`config.mk`:
```
export PLATFORM = sky130hd
export DESIGN_NAME = sorted_wraparound_visit_queue_unit
export DESIGN_NICKNAME = d
export VERILOG_FILES = /design/src/hw/rtl/swvq_pkg.sv /design/src/hw/rtl/sorted_wraparound_visit_queue_unit.sv /design/src/hw/rtl/swvq_ctrl.sv /design/src/hw/rtl/swvq_dp.sv
export SDC_FILE = /design/constraint.sdc
export NUM_CORES = 1
export LEC_CHECK = 0
export ABC_AREA = 1
export BUFFER_PORTS_ARGS = -buffer_cell sky130_fd_sc_hd__buf_2
export CAP_MARGIN = 25
export CORE_MARGIN = 1
export CORE_UTILIZATION = 40
export DETAILED_ROUTE_END_ITERATION = 7
export PLACE_DENSITY = 0.66
export SYNTH_ARGS = -nofsm -noshare
export SYNTH_HDL_FRONTEND = slang
export SYNTH_HIERARCHICAL = 1
export SYNTH_SLANG_ARGS = --single-unit
```
`constraint.sdc`:
```
create_clock -name i_clk -period 4.7 [get_ports i_clk]
set_input_delay 0.94 -clock i_clk [delete_from_list [all_inputs] [get_ports i_clk]]
set_output_delay 0.94 -clock i_clk [all_outputs]
set_load 0.005 [all_outputs]
```
`src/hw/rtl/swvq_pkg.sv`:
```
// shared types and constants of the sorted wrap-around visit queue
`default_nettype none

package swvq_pkg;

    localparam int unsigned QueueDepthDefault = 8;
    localparam int unsigned StationW          = 8;
    localparam int unsigned ListSizeW         = 4;

    typedef enum logic [1:0] {
        ACT_LOAD  = 2'd0,
        ACT_DONE  = 2'd1,
        ACT_CLEAR = 2'd2,
        ACT_QUERY = 2'd3
    } t_action;

    // controller to datapath
    typedef struct packed {
        logic accept;   // latch the request fields
        logic exec;     // apply the latched action
        logic search;   // one step of the wrap start search
        logic capture;  // register the result fields
    } t_swvq_cmd;

    // datapath to controller
    typedef struct packed {
        logic need_search;  // latched request closes a list
        logic search_done;  // wrap start settled this cycle
    } t_swvq_status;

endpackage

`default_nettype wire

```
`src/hw/rtl/sorted_wraparound_visit_queue_unit.sv`:
```
// top level of the sorted wrap-around visit queue
//
//  channel   direction  handshake               payload
//  request   in         start, busy             i_action, i_station, i_last_station
//  result    out        o_strobe (one cycle)    o_next_station, o_mission_active,
//                                               o_going_home, o_all_done, o_list_size
//  config    in         i_cfg_we                i_cfg_wdata (current position)
//
// a request passes through the execute and capture states to the result strobe; a load
// that closes the list adds a wrap start search between them, one stored station
// compared per cycle through the single read port of the station store
// busy is high from the accepting edge until the strobe cycle, in which a new
// request may already be accepted
// reset is synchronous, active low, and empties the list
// the receiver cannot stall: each result is valid for exactly the strobe cycle
`default_nettype none

module sorted_wraparound_visit_queue_unit
    import swvq_pkg::*;
#(
    parameter int unsigned QUEUE_DEPTH = QueueDepthDefault
) (
    input  wire logic                 i_clk,
    input  wire logic                 i_rst_n,
    // request
    input  wire logic                 start,
    output logic                      busy,
    input  wire logic [1:0]           i_action,
    input  wire logic [StationW-1:0]  i_station,
    input  wire logic                 i_last_station,
    // configuration
    input  wire logic                 i_cfg_we,
    input  wire logic [StationW-1:0]  i_cfg_wdata,
    // result
    output logic                      o_strobe,
    output logic [StationW-1:0]       o_next_station,
    output logic                      o_mission_active,
    output logic                      o_going_home,
    output logic                      o_all_done,
    output logic [ListSizeW-1:0]      o_list_size
);

    t_swvq_cmd    cmd;
    t_swvq_status status;

    // sequencing: accept, execute, optional search, capture and strobe
    swvq_ctrl u_ctrl (
        .i_clk    (i_clk),
        .i_rst_n  (i_rst_n),
        .start    (start),
        .busy     (busy),
        .o_strobe (o_strobe),
        .o_cmd    (cmd),
        .i_status (status)
    );

    // station store with insertion cells, visit pointers and result registers
    swvq_dp #(
        .QUEUE_DEPTH (QUEUE_DEPTH)
    ) u_dp (
        .i_clk            (i_clk),
        .i_rst_n          (i_rst_n),
        .i_cmd            (cmd),
        .o_status         (status),
        .i_action         (i_action),
        .i_station        (i_station),
        .i_last_station   (i_last_station),
        .i_cfg_we         (i_cfg_we),
        .i_cfg_wdata      (i_cfg_wdata),
        .o_next_station   (o_next_station),
        .o_mission_active (o_mission_active),
        .o_going_home     (o_going_home),
        .o_all_done       (o_all_done),
        .o_list_size      (o_list_size)
    );

endmodule

`default_nettype wire

```
`src/hw/rtl/swvq_ctrl.sv`:
```
// controller state machine of the visit queue
`default_nettype none

module swvq_ctrl
    import swvq_pkg::*;
(
    input  wire logic         i_clk,
    input  wire logic         i_rst_n,
    input  wire logic         start,
    output logic              busy,
    output logic              o_strobe,
    output t_swvq_cmd         o_cmd,
    input  wire t_swvq_status i_status
);

    typedef enum logic [1:0] {
        S_IDLE,
        S_EXEC,
        S_SRCH,
        S_CAPT
    } t_state;

    t_state r_state;
    logic   r_busy;
    logic   r_strobe;

    assign busy     = r_busy;
    assign o_strobe = r_strobe;

    always_comb begin
        o_cmd         = '0;
        o_cmd.accept  = (r_state == S_IDLE) && start && !r_busy;
        o_cmd.exec    = (r_state == S_EXEC);
        o_cmd.search  = (r_state == S_SRCH);
        o_cmd.capture = (r_state == S_CAPT);
    end

    always_ff @(posedge i_clk) begin
        if (!i_rst_n) begin
            r_state  <= S_IDLE;
            r_busy   <= 1'b0;
            r_strobe <= 1'b0;
        end else begin
            r_strobe <= 1'b0;
            case (r_state)
                S_IDLE: begin
                    if (start && !r_busy) begin
                        r_state <= S_EXEC;
                        r_busy  <= 1'b1;
                    end
                end
                S_EXEC: begin
                    r_state <= i_status.need_search ? S_SRCH : S_CAPT;
                end
                S_SRCH: begin
                    if (i_status.search_done) begin
                        r_state <= S_CAPT;
                    end
                end
                S_CAPT: begin
                    r_state  <= S_IDLE;
                    r_busy   <= 1'b0;
                    r_strobe <= 1'b1;
                end
                default: begin
                    r_state <= S_IDLE;
                    r_busy  <= 1'b0;
                end
            endcase
        end
    end

endmodule

`default_nettype wire

```
`src/hw/rtl/swvq_dp.sv`:
```
// datapath of the visit queue: insertion cells, pointers and result registers
`default_nettype none

module swvq_dp
    import swvq_pkg::*;
#(
    parameter int unsigned QUEUE_DEPTH = QueueDepthDefault
) (
    input  wire logic                 i_clk,
    input  wire logic                 i_rst_n,
    input  wire t_swvq_cmd            i_cmd,
    output t_swvq_status              o_status,
    input  wire logic [1:0]           i_action,
    input  wire logic [StationW-1:0]  i_station,
    input  wire logic                 i_last_station,
    input  wire logic                 i_cfg_we,
    input  wire logic [StationW-1:0]  i_cfg_wdata,
    output logic [StationW-1:0]       o_next_station,
    output logic                      o_mission_active,
    output logic                      o_going_home,
    output logic                      o_all_done,
    output logic [ListSizeW-1:0]      o_list_size
);

    localparam int unsigned CW = $clog2(QUEUE_DEPTH + 1);
    localparam int unsigned IW = (QUEUE_DEPTH > 1) ? $clog2(QUEUE_DEPTH) : 1;
    localparam logic [CW-1:0] DepthC = CW'(QUEUE_DEPTH);

    // latched request and the position register
    t_action               r_action;
    logic [StationW-1:0]   r_station;
    logic                  r_last;
    logic [StationW-1:0]   r_pos;

    // queue state
    logic [StationW-1:0]   r_ent [QUEUE_DEPTH];
    logic [StationW-1:0]   n_ent [QUEUE_DEPTH];
    logic [CW-1:0]         r_count, n_count;
    logic [CW-1:0]         r_visit, n_visit;
    logic [CW-1:0]         r_wrap,  n_wrap;
    logic [CW-1:0]         r_idx,   n_idx;
    logic                  r_active, n_active;
    logic                  r_home,   n_home;
    logic                  r_loading, n_loading;

    // result registers
    logic [StationW-1:0]   r_next;
    logic                  r_res_active;
    logic                  r_res_home;
    logic                  r_res_done;
    logic [CW-1:0]         r_res_size;

    logic [CW-1:0]         cnt_eff;
    logic [QUEUE_DEPTH-1:0] le;
    logic [StationW-1:0]   ins [QUEUE_DEPTH];
    logic [CW-1:0]         visit_inc;
    logic [CW:0]           k_sum;
    logic [CW-1:0]         k_idx;
    logic [CW-1:0]         rd_addr;
    logic [StationW-1:0]   rd_data;
    logic                  search_hit;
    logic                  search_zero;

    assign cnt_eff = r_loading ? r_count : '0;

    // compare-and-shift cells: each slot keeps, takes the new station or takes its neighbour
    always_comb begin
        for (int i = 0; i < QUEUE_DEPTH; i++) begin
            le[i] = (CW'(i) < cnt_eff) && (r_ent[i] <= r_station);
        end
        for (int i = 0; i < QUEUE_DEPTH; i++) begin
            if (le[i]) begin
                ins[i] = r_ent[i];
            end else if (i == 0) begin
                ins[i] = r_station;
            end else if (le[(i > 0) ? i - 1 : 0]) begin
                ins[i] = r_station;
            end else begin
                ins[i] = r_ent[(i > 0) ? i - 1 : 0];
            end
        end
    end

    // rotated read position
    always_comb begin
        k_sum = {1'b0, r_wrap} + {1'b0, r_visit};
        if (k_sum >= {1'b0, r_count}) begin
            k_sum = k_sum - {1'b0, r_count};
        end
        k_idx = k_sum[CW-1:0];
    end

    // one shared read port, search pointer or rotated index
    assign rd_addr = i_cmd.search ? r_idx : k_idx;
    always_comb begin
        if (rd_addr < DepthC) begin
            rd_data = r_ent[rd_addr[IW-1:0]];
        end else begin
            rd_data = '0;
        end
    end

    assign search_zero = (r_pos == '0) || (r_idx >= r_count);
    assign search_hit  = search_zero || (rd_data > r_pos);

    assign o_status.need_search = (r_action == ACT_LOAD) && r_last;
    assign o_status.search_done = search_hit;

    assign visit_inc = (r_visit < r_count) ? r_visit + CW'(1) : r_visit;

    always_comb begin
        n_ent     = r_ent;
        n_count   = r_count;
        n_visit   = r_visit;
        n_wrap    = r_wrap;
        n_idx     = r_idx;
        n_active  = r_active;
        n_home    = r_home;
        n_loading = r_loading;
        if (i_cmd.exec) begin
            case (r_action)
                ACT_LOAD: begin
                    if (!r_loading) begin
                        n_visit   = '0;
                        n_wrap    = '0;
                        n_active  = 1'b0;
                        n_home    = 1'b0;
                        n_loading = 1'b1;
                    end
                    n_count = cnt_eff;
                    if (cnt_eff < DepthC) begin
                        n_ent   = ins;
                        n_count = cnt_eff + CW'(1);
                    end
                    if (r_last) begin
                        n_loading = 1'b0;
                        n_visit   = '0;
                        n_active  = 1'b1;
                        n_home    = 1'b0;
                        n_idx     = '0;
                    end
                end
                ACT_DONE: begin
                    n_visit = visit_inc;
                    if (visit_inc >= r_count) begin
                        n_home   = 1'b1;
                        n_active = 1'b0;
                    end
                end
                ACT_CLEAR: begin
                    for (int i = 0; i < QUEUE_DEPTH; i++) begin
                        n_ent[i] = '0;
                    end
                    n_count   = '0;
                    n_visit   = '0;
                    n_wrap    = '0;
                    n_active  = 1'b0;
                    n_home    = 1'b0;
                    n_loading = 1'b0;
                end
                default: begin
                end
            endcase
        end else if (i_cmd.search) begin
            if (search_hit) begin
                n_wrap = search_zero ? '0 : r_idx;
            end else begin
                n_idx = r_idx + CW'(1);
            end
        end
    end

    always_ff @(posedge i_clk) begin
        if (!i_rst_n) begin
            for (int i = 0; i < QUEUE_DEPTH; i++) begin
                r_ent[i] <= '0;
            end
            r_count      <= '0;
            r_visit      <= '0;
            r_wrap       <= '0;
            r_idx        <= '0;
            r_active     <= 1'b0;
            r_home       <= 1'b0;
            r_loading    <= 1'b0;
            r_pos        <= '0;
            r_action     <= ACT_QUERY;
            r_next       <= '0;
            r_res_active <= 1'b0;
            r_res_home   <= 1'b0;
            r_res_done   <= 1'b0;
            r_res_size   <= '0;
        end else begin
            r_ent     <= n_ent;
            r_count   <= n_count;
            r_visit   <= n_visit;
            r_wrap    <= n_wrap;
            r_idx     <= n_idx;
            r_active  <= n_active;
            r_home    <= n_home;
            r_loading <= n_loading;
            if (i_cfg_we) begin
                r_pos <= i_cfg_wdata;
            end
            if (i_cmd.accept) begin
                r_action <= t_action'(i_action);
            end
            if (i_cmd.capture) begin
                r_next       <= (r_visit < r_count) ? rd_data : '0;
                r_res_active <= r_active;
                r_res_home   <= r_home;
                r_res_done   <= (r_visit >= r_count);
                r_res_size   <= r_count;
            end
        end
    end

    always_ff @(posedge i_clk) begin
        if (i_cmd.accept) begin
            r_station <= i_station;
            r_last    <= i_last_station;
        end
    end

    assign o_next_station   = r_next;
    assign o_mission_active = r_res_active;
    assign o_going_home     = r_res_home;
    assign o_all_done       = r_res_done;
    assign o_list_size      = ListSizeW'(r_res_size);

endmodule

`default_nettype wire

```
==> out/metrics.yaml <==
status:
  outcome: "finished, final reports clean"
sta:
  worst_pin_slew_ns: 0.900
  layout_setup_ws_ns: 0.300
  fin_worst_skew_ns: 0.0104
  tns_ns: 0
  setup_viol: 0
  rsz0062_at_grt: "false"
  period_needed_ns: 4.40
  fin_crit_sh: 0.936
  slew_headroom: 0.400
  hold_viol: 0
  max_clock_freq_mhz: 227
  drv_slew: 0
synth:
  syn-num-nets: 1323
  netlist_instances: 1201
  synth_area_leaders: "dfxtp_1 26%, ha_1 14%, nand2_1 9.4%"
  yosysSeqAreaShare: 0.296
  async_flop_share: 0
  ys_ff_latch: 121
  avgSynthCellArea_um2: 7.06
  synth_flop_cell: "dfxtp_1"
  synth.largest_area_cell: "dfxtp_1"
  yosys_warnings: 6
  synthDistinctLibCells: 45
  syn_area_mm2: 0.00848
  synth-edff-count: 9
  synth_top_cell_area_share: 0.264
power:
  leakage_nw: 4.43
  peakVddDrop_uv: 289
  switching_power_mw: 2.56
  power_frac_seq: 0.234
  power_frac_comb: 0.521
  total_power_mw: 5.56
  p_sw_frac: 0.461
  power_frac_clock: 0.245
  power_density_mw_per_mm2: 585
  intPower_mw: 3.00
global_route:
  antenna_found_initial: 0
  globalRouteTotalUtil: 0.244
  grt_pass1_vias: 7653
  grt_pass1_wl_um: 40800
  grt_overflow: 0
  grt_max_degree: 48
drt:
  first_pass_iters: 8
  wl_per_cell_um: 16.9
  drc: 0
  via_count: 8234
  routed_wl_um: 25500
  via_per_inst: 5.47
  first_iter_violations: 768
  antenna_left: 0
min_path:
  hold_path.class: "reg -> reg"
  hold_end: "u_dp/r_ent[2]"
  hold_path_startpoint: "u_dp/r_ent[2]"
  min_path_cells: 2
clock_tree:
  cts_tree: "built"
  clkLatencyLatePin_ns: 0.43
  cts_hold_buf: 0
  cts_sinks: 121
  ctsHtreeMaxLevel: 4
  numCtsBuffers: 17
  cts_root_buffer: "clkbuf_16"
  clockBufferDepth: 2
  cts.clk_slew.worst_paths_ns: 0.06
layout:
  final_cells: 1506
  final_core_util: 0.464
  drive_gt1_frac: 0.116
  nets: 1345
  num-fill-cells: 2026
  area_growth_pct: 12.1
  diodes: 0
place:
  dp.cells: 1472
  port-buffer-count: 39
  detailed_place_hpwl_um: 18400
  place_ws_ns: 0.162
  gp_congestion: 0.923
critical_path:
  r2r-start: "u_dp/r_visit[0]"
  cp_max_fo: 16
  start_kind: "flip-flop"
  end_kind: "flip-flop"
  cp.arrival_ns: 4.68
  reg2reg_to: "u_dp/r_idx[0]"
  critical_path_class: "reg -> reg"
  rr_worst_depth: 27
  ff2ff_setup_slack_ns: 0.30
  crit_required_ns: 4.98
floorplanning:
  die-area_mm2: 0.0218
  fp.coreArea_mm2: 0.0205
  die_y_um: 148
  pin_count: 40
  initial_core_util: 0.414
  die_width_um: 148
  rows: 52
run:
  drv_cap: 0
## what timing repair did
action	4_1_cts	5_1_grt
endpoints found under the setup margin	0	10
buffers inserted	0	2
resized for setup	0	15
## cells in the mapped netlist (3+ instances only)
master    number
o21ai_1        3
o211ai_1      26
a211oi_1       9
nor2_1       111
nand2_1      212
and3_1         7
clkbuf_1      26
nor3_1         3
inv_2          7
edfxtp_1       9
xor2_1         8
nand2_4        3
a21oi_2        3
buf_6          6
buf_2          9
buf_4          3
nand4_1       11
ha_1          97
nand3_1       96
o21ai_0      117
nand3_2       17
nand2_2       10
a21oi_1      126
dfxtp_1      112
inv_1        142
## through the flow
step                cell area [µm²]  hold WS [ns]
floorplan                      8480         0.445
finish                         9510         0.466
global route                   9510         0.488
detailed placement             8820         0.459
CTS                            9430         0.470
global placement               8820         0.451
## cells by family after synthesis
kind of cell / Yosys count / synth area share
xor gates and xnor gates: 8 / 0.00826
AOI/OAI and AO/OA: 296 / 0.193
and+or+nand+nor: 478 / 0.256
adders and majority gates: 99 / 0.148
buffers and inverters: 199 / 0.0985
DFF: 121 / 0.296
## power groups by stage
stage / sequential [mW] / clock [mW] / combinational, mW
global route: 1.31 / 1.44 / 3.26
global placement: 1.31 / 0 / 2.72
CTS: 1.30 / 1.38 / 2.77
finish: 1.30 / 1.37 / 2.90
detailed placement: 1.32 / 0 / 2.76
floorplan: 1.24 / 0 / 2.26
## sequential cells by signal, indices dropped and copies added (netlist names)
register,cells
u_dp/r_pos,8
u_dp/r_ent,64
u_dp/r_visit,4
u_dp/r_station,8
u_ctrl/busy,1
u_dp/o_mission_active,1
u_dp/r_idx,4
u_dp/o_all_done,1
u_dp/r_home,1
u_dp/o_next_station,8
u_dp/o_going_home,1
u_dp/r_last,1
u_ctrl/o_strobe,1
u_dp/r_count,4
u_ctrl/r_state,2
u_dp/r_action,2
u_dp/r_loading,1
u_dp/r_wrap,4
u_dp/o_list_size,4
u_dp/r_active,1
## area by class of cell
type | instances | area, µm² | area share
clock buffers | 18 | 450 | 0.0474
clock inverters | 14 | 160 | 0.0168
inverters | 151 | 569 | 0.0599
multi-input cells | 881 | 5190 | 0.546
flip-flops and latches | 121 | 2510 | 0.264
well taps | 270 | 338 | 0.0355
repair buffers | 51 | 289 | 0.0304
## cells in the final DEF, fill, tap and decap left out, types with 18 or more instances in the layout
cell         n
dfxtp_1    112
ha_1        96
buf_2       39
o21ai_0    113
o211ai_1    26
a21oi_1    125
nand2_1    210
nand3_1     96
nor2_1     110
inv_1      142
clkbuf_16   18
## layer usage
layer / part of all wire / GRT usage
met3: 0.094 / 0.0546
met1: 0.46 / 0.338
met5: 0 / 0
met4: 0.020 / 0.0835
met2: 0.43 / 0.372
## worst max-delay path, stage by stage, from the launching register on
cell,delay [ns]
dfxtp_1,0.36
ha_1,0.25
fa_2,0.38
xor2_2,0.24
ha_4,0.24
nand2_1,0.08
clkinv_1,0.06
nand2_1,0.06
nand2_2,0.06
nand2_4,0.08
nand2_2,0.10
nand2_2,0.08
nand3_2,0.09
nor2b_4,0.14
buf_4,0.21
nand3_2,0.11
nand3_2,0.10
and3_1,0.18
ha_1,0.28
a21oi_1,0.15
o21ai_0,0.11
nand2_1,0.07
o211ai_1,0.10
o21ai_2,0.11
nand4_1,0.23
buf_4,0.20
nand3_1,0.07
a21oi_1,0.08
## how the worst max path moves through the flow
stage	from	to	slack [ns]	cells past startpoint
2_1_floorplan	u_dp/r_visit[0]	u_ctrl/r_state[0]	0.62	28
3_3_place_gp	u_dp/r_visit[0]	u_dp/r_idx[2]	0.25	27
3_5_place_dp	u_dp/r_visit[0]	u_dp/r_idx[2]	0.16	25
4_1_cts	u_dp/r_visit[0]	u_dp/r_idx[2]	0.13	25
5_1_grt	u_dp/r_visit[0]	u_dp/r_wrap[0]	0.01	28
6_report	u_dp/r_visit[0]	u_dp/r_idx[0]	0.30	27
Power figures use the tool's default switching activity.
